<file path="config.mk">
export PLATFORM = sky130hd
export DESIGN_NAME = tree_plru_replacement
export DESIGN_NICKNAME = d
export VERILOG_FILES = /design/src/rtl/core/trplru_pkg.sv /design/src/rtl/core/trplru_ctrl.sv /design/src/rtl/core/trplru_dp.sv /design/src/rtl/core/tree_plru_replacement.sv
export SDC_FILE = /design/constraint.sdc
export NUM_CORES = 1
export LEC_CHECK = 0
export BUFFER_PORTS_ARGS = -buffer_cell sky130_fd_sc_hd__buf_2
export CAP_MARGIN = 10
export CORE_ASPECT_RATIO = 0.75
export CORE_MARGIN = 2
export CORE_UTILIZATION = 49
export CTS_CLUSTER_SIZE = 16
export DETAILED_ROUTE_END_ITERATION = 8
export HOLD_SLACK_MARGIN = 0.06
export SLEW_MARGIN = 20
export SYNTH_ARGS = -nofsm -noshare
export SYNTH_HDL_FRONTEND = slang
export SYNTH_HIERARCHICAL = 1
export SYNTH_SLANG_ARGS = --single-unit
export TNS_END_PERCENT = 50
</file>
<file path="constraint.sdc">
create_clock -name i_clk -period 9.1 [get_ports i_clk]
set_clock_uncertainty 0.2 [all_clocks]
set_input_delay 0.455 -clock i_clk [delete_from_list [all_inputs] [get_ports i_clk]]
set_output_delay 0.455 -clock i_clk [all_outputs]
set_load 0.005 [all_outputs]
</file>
<file path="src/rtl/core/trplru_pkg.sv">
// Shared types and constants for the tree pseudo-LRU replacement engine.
`default_nettype none

package trplru_pkg;

    // Fixed field widths of one transaction
    localparam int unsigned CMD_W     = 1;
    localparam int unsigned SET_IDX_W = 6;
    localparam int unsigned WAY_IDX_W = 3;
    localparam int unsigned VICTIM_W  = 3;

    // Command codes
    localparam logic [CMD_W-1:0] CMD_TOUCH  = 1'b0;
    localparam logic [CMD_W-1:0] CMD_VICTIM = 1'b1;

    // Controller to datapath commands
    typedef struct packed {
        logic clear;   // zero one set of tree bits and advance the sweep
        logic load;    // capture the transaction and read its set
        logic walk;    // walk the tree, write it back, register the victim
    } t_dp_cmd;

    // Datapath to controller status
    typedef struct packed {
        logic clr_last;   // the sweep is at the last set
    } t_dp_sts;

endpackage

`default_nettype wire

</file>
<file path="src/rtl/core/trplru_ctrl.sv">
// Sequencing controller: reset sweep, accept, tree walk and result strobe.
`default_nettype none

module trplru_ctrl (
    input  wire                 i_clk,
    input  wire                 i_rst_n,
    input  wire                 start,
    output logic                busy,
    output logic                o_valid,
    output trplru_pkg::t_dp_cmd o_cmd,
    input  trplru_pkg::t_dp_sts i_sts
);
    import trplru_pkg::*;

    localparam logic [1:0] ST_CLEAR = 2'd0;
    localparam logic [1:0] ST_IDLE  = 2'd1;
    localparam logic [1:0] ST_WALK  = 2'd2;

    logic [1:0] r_state;
    logic [1:0] n_state;
    logic       r_valid;
    logic       n_valid;

    // Decode next state and datapath commands
    always_comb begin
        n_state = r_state;
        n_valid = 1'b0;
        o_cmd   = '0;
        unique case (r_state)
            ST_CLEAR: begin
                o_cmd.clear = 1'b1;
                if (i_sts.clr_last) begin
                    n_state = ST_IDLE;
                end
            end
            ST_IDLE: begin
                if (start) begin
                    o_cmd.load = 1'b1;
                    n_state    = ST_WALK;
                end
            end
            ST_WALK: begin
                o_cmd.walk = 1'b1;
                n_valid    = 1'b1;
                n_state    = ST_IDLE;
            end
            default: begin
                n_state = ST_CLEAR;
            end
        endcase
    end

    // Hold state and result strobe
    always_ff @(posedge i_clk) begin
        if (!i_rst_n) begin
            r_state <= ST_CLEAR;
            r_valid <= 1'b0;
        end else begin
            r_state <= n_state;
            r_valid <= n_valid;
        end
    end

    assign busy    = (r_state != ST_IDLE);
    assign o_valid = r_valid;

endmodule

`default_nettype wire

</file>
<file path="src/rtl/core/trplru_dp.sv">
// Datapath: tree-bit memory, clear sweep, tree walk and victim register.
`default_nettype none

module trplru_dp #(
    parameter int unsigned WAYS = 8,
    parameter int unsigned SETS = 64
) (
    input  wire                                  i_clk,
    input  wire                                  i_rst_n,
    input  trplru_pkg::t_dp_cmd                  i_cmd,
    output trplru_pkg::t_dp_sts                  o_sts,
    input  wire [trplru_pkg::CMD_W-1:0]          i_command,
    input  wire [trplru_pkg::SET_IDX_W-1:0]      i_set_index,
    input  wire [trplru_pkg::WAY_IDX_W-1:0]      i_way_index,
    output logic [trplru_pkg::VICTIM_W-1:0]      o_victim_way
);
    import trplru_pkg::*;

    localparam int unsigned NB     = WAYS - 1;                    // tree bits per set
    localparam int unsigned LEVELS = $clog2(WAYS);                // walk depth
    localparam int unsigned NW     = LEVELS + 1;                  // heap node width
    localparam int unsigned WW     = $clog2(WAYS + 1);            // way range width
    localparam int unsigned SW     = (SETS > 1) ? $clog2(SETS) : 1;
    localparam int unsigned SET_N  = 1 << SET_IDX_W;

    // Tree-bit memory
    logic [NB-1:0] mem [SETS];

    logic [SW-1:0]        set_map [SET_N];
    logic [SW-1:0]        r_clr_cnt;
    logic [SW-1:0]        r_set;
    logic [CMD_W-1:0]     r_cmd;
    logic [WAY_IDX_W-1:0] r_way;
    logic [NB-1:0]        r_rd_data;
    logic [VICTIM_W-1:0]  r_victim;
    logic [NB-1:0]        walk_bits;
    logic [VICTIM_W-1:0]  walk_victim;
    logic                 wr_en;
    logic [SW-1:0]        wr_addr;
    logic [NB-1:0]        wr_data;

    // Fold the set field into the available sets
    for (genvar g = 0; g < SET_N; g++) begin : g_set_map
        assign set_map[g] = SW'(g % SETS);
    end

    // Walk the tree from the root to a leaf
    always_comb begin
        logic [NB-1:0]       bits;
        logic [WW-1:0]       lo;
        logic [WW-1:0]       hi;
        logic [WW-1:0]       mid;
        logic [WW:0]         mid_sum;
        logic [NW-1:0]       node;
        logic                cur;
        logic                go_right;
        logic [WW+VICTIM_W-1:0] lo_ext;
        bits     = r_rd_data;
        lo       = '0;
        hi       = WW'(WAYS);
        node     = '0;
        mid      = '0;
        mid_sum  = '0;
        cur      = 1'b0;
        go_right = 1'b0;
        for (int lvl = 0; lvl < LEVELS; lvl++) begin
            if ((hi - lo) > WW'(1)) begin
                mid_sum = {1'b0, lo} + {1'b0, hi};
                mid     = mid_sum[WW:1];
                cur     = 1'b0;
                for (int j = 0; j < NB; j++) begin
                    if (node == NW'(j)) begin
                        cur = bits[j];
                    end
                end
                if (r_cmd == CMD_VICTIM) begin
                    go_right = cur;
                end else begin
                    go_right = ((WW + WAY_IDX_W)'(r_way) >= (WW + WAY_IDX_W)'(mid));
                end
                // point the node away from the path taken
                for (int j = 0; j < NB; j++) begin
                    if (node == NW'(j)) begin
                        bits[j] = !go_right;
                    end
                end
                if (go_right) begin
                    lo   = mid;
                    node = NW'({node, 1'b0}) + NW'(2);
                end else begin
                    hi   = mid;
                    node = NW'({node, 1'b0}) + NW'(1);
                end
            end
        end
        lo_ext      = (WW + VICTIM_W)'(lo);
        walk_bits   = bits;
        walk_victim = (r_cmd == CMD_VICTIM) ? lo_ext[VICTIM_W-1:0] : '0;
    end

    // Select the write port: sweep or write-back
    always_comb begin
        wr_en   = i_cmd.clear | i_cmd.walk;
        wr_addr = i_cmd.clear ? r_clr_cnt : r_set;
        wr_data = i_cmd.clear ? '0 : walk_bits;
    end

    always_ff @(posedge i_clk) begin
        if (wr_en) begin
            mem[wr_addr] <= wr_data;
        end
    end

    // Read the addressed set on accept
    always_ff @(posedge i_clk) begin
        if (i_cmd.load) begin
            r_rd_data <= mem[set_map[i_set_index]];
        end
    end

    // Capture the transaction fields
    always_ff @(posedge i_clk) begin
        if (i_cmd.load) begin
            r_set <= set_map[i_set_index];
            r_cmd <= i_command;
            r_way <= i_way_index;
        end
        if (i_cmd.walk) begin
            r_victim <= walk_victim;
        end
    end

    // Advance the clear sweep
    always_ff @(posedge i_clk) begin
        if (!i_rst_n) begin
            r_clr_cnt <= '0;
        end else if (i_cmd.clear && !o_sts.clr_last) begin
            r_clr_cnt <= r_clr_cnt + SW'(1);
        end
    end

    assign o_sts.clr_last = (r_clr_cnt == SW'(SETS - 1));
    assign o_victim_way   = r_victim;

endmodule

`default_nettype wire

</file>
<file path="src/rtl/core/tree_plru_replacement.sv">
// Top level of the tree pseudo-LRU replacement engine.
//
//   channel  | handshake        | payload
//   ---------+------------------+----------------------------------------
//   command  | start / busy     | i_command, i_set_index, i_way_index
//   result   | o_valid (strobe) | o_victim_way
//
// A transaction is taken when start is high and busy is low; its result
// strobes from the result register after the walk state, one read-modify-write
// of the set's tree bits through a single-port memory with registered read;
// busy stays high through the walk, so a new transaction waits for it.
// After reset a sweep zeroes the tree bits, one set per cycle, with busy high.
// The result is shown for one cycle only; the receiver cannot stall it.
`default_nettype none

module tree_plru_replacement #(
    parameter int unsigned WAYS = 8,
    parameter int unsigned SETS = 64
) (
    input  wire                                  i_clk,
    input  wire                                  i_rst_n,
    input  wire                                  start,
    output logic                                 busy,
    input  wire [trplru_pkg::CMD_W-1:0]          i_command,
    input  wire [trplru_pkg::SET_IDX_W-1:0]      i_set_index,
    input  wire [trplru_pkg::WAY_IDX_W-1:0]      i_way_index,
    output logic                                 o_valid,
    output logic [trplru_pkg::VICTIM_W-1:0]      o_victim_way
);
    import trplru_pkg::*;

    t_dp_cmd dp_cmd;
    t_dp_sts dp_sts;

    // Sequence the transaction
    trplru_ctrl u_ctrl (
        .i_clk   (i_clk),
        .i_rst_n (i_rst_n),
        .start   (start),
        .busy    (busy),
        .o_valid (o_valid),
        .o_cmd   (dp_cmd),
        .i_sts   (dp_sts)
    );

    // Hold tree bits and walk them
    trplru_dp #(
        .WAYS (WAYS),
        .SETS (SETS)
    ) u_dp (
        .i_clk        (i_clk),
        .i_rst_n      (i_rst_n),
        .i_cmd        (dp_cmd),
        .o_sts        (dp_sts),
        .i_command    (i_command),
        .i_set_index  (i_set_index),
        .i_way_index  (i_way_index),
        .o_victim_way (o_victim_way)
    );

endmodule

`default_nettype wire

</file>
==> results of run 1 <==
routing by layer:
metal  share of wire [%]  GRT usage (%)
met4                 1.6           4.94
met1                  47           32.1
met5                   0              0
met3                 5.9           3.39
met2                  45           30.2
stage by stage:
step           worst slack, ns  utilization (%)  hold WS, ns  area (um^2)  std cells
6_report                  3.83             55.4        0.176        21200       1561
5_1_grt                   3.48             55.4        0.180        21200       1561
3_3_place_gp              4.00             51.5        0.384        19800       1476
4_1_cts                   3.85             55.4        0.160        21200       1561
2_1_floorplan             2.30                -        0.331        19000        979
3_5_place_dp              3.89             51.5        0.388        19800       1476
placed cells by master (no fill, tap or decap), drive strengths merged, types with 10 or more instances in the layout:
cell and n:
edfxtp 468, mux4 101, nor2 88, clkbuf 52
mux2i 47, nand2 36, buf 34, clkinv 21
o21ai 16, nor2b 14, a211oi 11, nand3 10
mux2 10
layout make-up:
| cell class | count | area, um^2 |
|---|---|---|
| timing repair buffer | 40 | 284 |
| multi-input combinational | 446 | 4630 |
| sequential | 477 | 14200 |
| inverter | 7 | 26.3 |
| tap | 512 | 641 |
| clock buffer | 52 | 1150 |
| fill | 2957 | 17100 |
| clock inverter | 27 | 248 |
worst paths after layout:
check                    startpoint                 to  slack [ns]
setup / recovery         u_dp/r_cmd    u_dp/mem[21][3]        3.83
hold / removal       i_set_index[1]      u_dp/r_set[1]        0.18
setup reg to reg         u_dp/r_cmd    u_dp/mem[21][3]        3.83
hold reg to reg   u_ctrl/r_state[0]  u_ctrl/r_state[0]        0.40
power by group through the flow:
stage                     clock network [uW]  logic [uW]  registers (uW)
after CTS                               1850         178            2390
after global routing                    1940         190            2390
after detailed placement                   0         176            2440
final                                   1810         176            2390
after floorplan                            0         130            2440
after global placement                     0         175            2440
synthesized netlist by cell type (8+ instances only):
library cell	count
mux2i_1	47
mux4_2	95
and2_1	8
a21oi_1	8
mux2_2	10
nand3_1	10
nand2_1	36
buf_2	9
clkbuf_1	23
o32ai_1	8
o22ai_1	8
o21ai_0	16
nor2b_1	13
a211oi_1	11
nor3_1	9
dfxtp_1	9
nor2_1	88
edfxtp_1	468
kinds of logic (layout without fill, tap and decap cells):
kind of cell,Yosys count,after routing,share of synthesized area (%)
xor+xnor,5,5,0.230
fa+ha+maj,7,7,0.460
compound gates,92,92,3.59
simple gates,184,184,4.34
flops,477,477,74.7
mux,158,158,15.1
buf+inv,56,126,1.54
worst max-delay path, cell delays in order (launching register included):
cell	delay, ns
edfxtp_1	0.49
and2_1	0.22
a21oi_1	0.55
ha_1	0.30
a21oi_1	0.05
o21ai_0	0.78
ha_1	0.39
xnor2_1	0.19
ha_1	0.27
a21o_1	0.18
a211o_1	0.45
a311oi_4	0.33
buf_4	0.51
sequential cells by signal, indices dropped and copies added (netlist names):
signal,count
u_ctrl/o_valid,1
u_dp/r_cmd,1
u_dp/r_set,6
u_dp/o_victim_way,3
u_dp/r_way,3
u_dp/mem,448
u_dp/r_rd_data,7
u_dp/r_clr_cnt,6
u_ctrl/r_state,2
timing repair:
action / in CTS / in global routing
setup buffers: 0 / 0
resized for setup: 0 / 0
hold endpoints to repair: 12 / 0
hold buffers: 6 / 0
==> metrics.md, run 1 <==
| Metric | Value |
|---|---|
| Status | complete, no violations |
| TritonCTS Buffers | 45 |
| Syn_area_per_cell | 19.5 um^2 |
| NetSw | 873 uW |
| Starting density of the core | 49.7% |
| Critical path launch point type | flop |
| CTS tree | yes |
| DR WL/cell | 25.7 um |
| P per Cell Area | 207 nW/um^2 |
| Die height | 175 um |
| Detail Placement HPWL | 24,100 um |
| Gate power share | 4.0% |
| EDFF count, synth | 468 |
| Crit path max fanout | 64 |
| First-pass detailed-route iteration total | 4 |
| Post-synthesis sequential area ratio | 74.7% |
| Initial antenna violation count | 0 |
| Final Power | 4380 uW |
| Die ar. | 40,500 um^2 |
| Total track usage | 20.4% |
| Num Clock Sinks | 477 |
| GRT overflow | 0 |
| Critical Path RT | 9.16 ns |
| Chip width | 232 um |
| I/O Buffers | 17 |
| Vias in the first global route | 9,294 |
| CP Capture Type | flop |
| Main synth FF type | edfxtp_1 |
| Post-synth top area share | 73.8% |
| Vias | 9,376 |
| Synthesized instance count | 979 |
| Syn nets | 999 |
| Synth area leaders | edfxtp_1 74%, mux4_2 11%, mux2i_1 2.5% |
| Data arrival, critical path | 5.34 ns |
| Cell row count | 62 |
| Gp weighted congestion | 0.801 |
| First-pass GRT wire length | 60,200 um |
| Root buf cell | clkbuf_16 |
| Core area | 38,300 um^2 |
| Nets | 1,037 |
| Synth cell types | 53 |
| Internal Pwr Total | 3510 uW |
| FMAX | 190 MHz |
| YS warnings | 6 |
| Io pins | 18 |
| Max IR drop VDD | 0.142 mV |
| Largest net degree at the start of global routing | 65 |
| Setup_tns | 0 ns |
| Hold Crit Depth | 1 |
| Leak | 0.00673 uW |
| Area Growth Syn to Fin | 11.3% |
| Post-synthesis async set-or-reset flop share | 0% |
| Area leader, netlist | edfxtp_1 |
| CP Class | flop to flop |
| Slew HR | 29.0% |
| RSZ-0062 raised after global routing | false |
| Tmin final | 5.27 ns |
| DR iter-0 viols | 940 |
| Synthesis-stage register bit count | 477 |
| Reg power frac | 54.6% |
| Slew Limit Fails | 0 |
| Worst Tran Pin Value | 1.06 ns |
| Netlist Area Pre-Place | 19,000 um^2 |
| Clk pin slew, worst setup/hold paths | 0.06 ns |
| Antenna Cells | 0 |
| Worst reg2reg path depth | 12 |
| Antenna violation net count after detailed routing | 0 |
| Clock network power share | 41.4% |
| CTS max path bufs | 3 |
| Hold Path Class | input pin to flop |
| Total Routed Length | 40,200 um |
| Via density | 6.01 |
| Clock insertion delay at the later pin of the skew report | 0.55 ns |
| Final cycle utilization of the critical path | 58.0% |
| Remaining DRCs | 0 |
| CTS H-tree lvls | 2 |
| Setup Viol. Count Final | 0 |
| Max capacitance violation total | 0 |
| Net Sw Frac | 19.9% |
| Number of hold violations in the final report | 0 |
| Share of layout cells above drive strength 1 | 20.2% |
Power figures use the tool's default switching activity.
==> run 2: changes to the inputs <==
clock period = 5.5 ns   (was 9.1 ns; I/O delays follow)
==> metrics.md, run 2 (synthesis results as in run 1) <==
| Metric | Value |
|---|---|
| Status | complete, no violations |
| Gate power share | 4.0% (about the same) |
| FMAX | 206 MHz (+8.8%) |
| Worst Tran Pin Value | 1.06 ns (-0.00594 ns) |
| Io pins | 18 (unchanged) |
| Post-route core utilization | 55.6% (+0.27 points) |
| Area of the multi-input gates | 4630 um^2 (unchanged) |
| Number of hold violations in the final report | 0 (unchanged) |
| TritonCTS Buffers | 45 (unchanged) |
| First-pass GRT wire length | 60,600 um (+0.65%) |
| Vias | 9,393 (+0.18%) |
| Initial antenna violation count | 1 (+1) |
| Fin Hold WS | 0.101 ns (-0.0752 ns) |
| Gp weighted congestion | 0.809 (+0.92%) |
| Tmin final | 4.85 ns (-0.428 ns) |
| P per Cell Area | 346 nW/um^2 (+67%) |
| Crit path max fanout | 64 (unchanged) |
| Num Clock Sinks | 477 (unchanged) |
| Biggest regs | u_dp/mem x448, u_dp/r_rd_data x7 |
| Nets | 1,039 (+0.19%) |
| CP Capture Type | flop |
| Die ar. | 40,500 um^2 (unchanged) |
| Critical Path RT | 5.56 ns (-3.60 ns) |
| DR iter-0 viols | 864 (-8.1%) |
| Critical path launch point type | flop |
| First-pass detailed-route iteration total | 6 (+2) |
| Slew HR | 29.1% (+0.12 points) |
| Detail Placement HPWL | 24,400 um (+1.0%) |
| Clock network power share | 42.2% (+0.8 points) |
| CTS H-tree lvls | 2 (unchanged) |
| Placed Instance Area | 19,800 um^2 (+0.13%) |
| RSZ-0062 raised after global routing | false |
| Total Routed Length | 40,100 um (about the same) |
| I/O Buffers | 17 (unchanged) |
| Share of layout cells above drive strength 1 | 20.6% (+0.36 points) |
| DR WL/cell | 25.7 um (-0.13%) |
| Clk pin slew, worst setup/hold paths | 0.06 ns (about the same) |
| Post-CTS Setup Repair Bufs | 0 (unchanged) |
| Post-CTS Resized | 0 (unchanged) |
| Net Sw Frac | 19.8% (-0.14 points) |
| Antenna violation net count after detailed routing | 0 (unchanged) |
| Leading cell type in the layout, fill and taps excluded | edfxtp_1 |
| Root buf cell | clkbuf_16 |
| Via density | 6.01 (+0.12%) |
| CTS max path bufs | 3 (unchanged) |
| Clock insertion delay at the later pin of the skew report | 0.56 ns (about the same) |
| Max IR drop VDD | 0.260 mV (+83%) |
| Vias in the first global route | 9,406 (+1.2%) |
| Starting density of the core | 49.7% (unchanged) |
| NetSw | 1460 uW (+67%) |
| Commonest cells after routing, fill and taps aside | 468 x edfxtp_1, 95 x mux4_2, 86 x nor2_1, 47 x mux2i_1, 45 x clkbuf_16 |
| Area Growth Syn to Fin | 11.9% |
| Chip width | 232 um (unchanged) |
| Setup Viol. Count Final | 0 (unchanged) |
| Cell row count | 62 (unchanged) |
| Hold Path Class | input pin to flop |
| CP Class | flop to flop |
| Die height | 175 um (unchanged) |
| Core area | 38,300 um^2 (unchanged) |
| Final instance area | 21,300 um^2 (+0.50%) |
| Max capacitance violation total | 0 (unchanged) |
| Reg power frac | 53.8% (-0.8 points) |
| Internal Pwr Total | 5910 uW (+68%) |
| GRT overflow | 0 (unchanged) |
| Fill count | 2,899 (-2.0%) |
| Data arrival, critical path | 4.91 ns (-0.43 ns) |
| CTS tree | yes |
| Remaining DRCs | 0 (unchanged) |
| Antenna Cells | 0 (unchanged) |
| Max reg flops | 448 (unchanged) |
| Top reg by flops | u_dp/mem |
| Slew Limit Fails | 0 (unchanged) |
| Total track usage | 20.4% (-0.071 points) |
| Sequential cell area | 14,200 um^2 (unchanged) |
| Largest net degree at the start of global routing | 65 (unchanged) |
| Leak | 0.00679 uW (+0.79%) |
| Final cycle utilization of the critical path | 88.1% (+30 points) |
-- run 2: worst max-delay path, stage by stage (launching register included) --
cell and delay, ns:
edfxtp_1 0.48, and2_1 0.22, a21oi_1 0.12, buf_4 0.19, ha_1 0.18, a21oi_1 0.04
o21ai_0 0.73, ha_1 0.39, xnor2_1 0.20, ha_1 0.27, a21o_1 0.18, a211o_1 0.44
a311oi_4 0.33, buf_4 0.55
-- run 2: per-layer routing --
metal	wire [um]	track usage (%)	vias to the layer above
li1	-	-	4082
met1	18100	31.0	4943
met2	18500	30.7	310
met3	2860	3.95	58
met4	669	4.75	0
met5	0	0	-
-- run 2: power groups by stage --
stage	logic [uW]	clock network, uW	registers, uW
2_1_floorplan	214	0	4040
3_3_place_gp	294	0	4040
3_5_place_dp	295	0	4040
4_1_cts	300	3180	3960
5_1_grt	318	3310	3960
6_report	297	3110	3960
-- run 2: final cells by class --
cell class,count,share of cell area (%)
inverter,7,0.123
sequential,477,66.8
tap,512,3.01
clock buffer,52,5.41
timing repair buffer,42,1.54
multi-input combinational,446,21.7
clock inverter,26,1.44
-- run 2: final timing paths --
| check | startpoint | end | slack (ns) | cells past startpoint |
|---|---|---|---|---|
| worst min register to register | u_dp/r_rd_data[0] | u_dp/o_victim_way[2] | 0.41 | 1 |
| worst max register to register | u_dp/r_cmd | u_dp/mem[13][4] | 0.65 | 13 |
| worst min-delay path | i_set_index[1] | u_dp/r_set[1] | 0.10 | 1 |
| worst max-delay path | u_dp/r_cmd | u_dp/mem[13][4] | 0.65 | 13 |
-- run 2: through the flow --
step / setup slack [ns] / power (uW) / cells / TNS [ns]
6_report: 0.653 / 7370 / 1562 / 0
4_1_cts: 0.654 / 7450 / 1562 / 0
2_1_floorplan: -1.16 / 4250 / 979 / -221.90
5_1_grt: 0.336 / 7590 / 1562 / 0
3_5_place_dp: 0.658 / 4340 / 1476 / 0
3_3_place_gp: 0.745 / 4330 / 1476 / 0
-- run 2: what timing repair did --
action                                 CTS  global route
setup endpoints to repair                0             0
hold buffers                             8             0
endpoints found under the hold margin   14             0
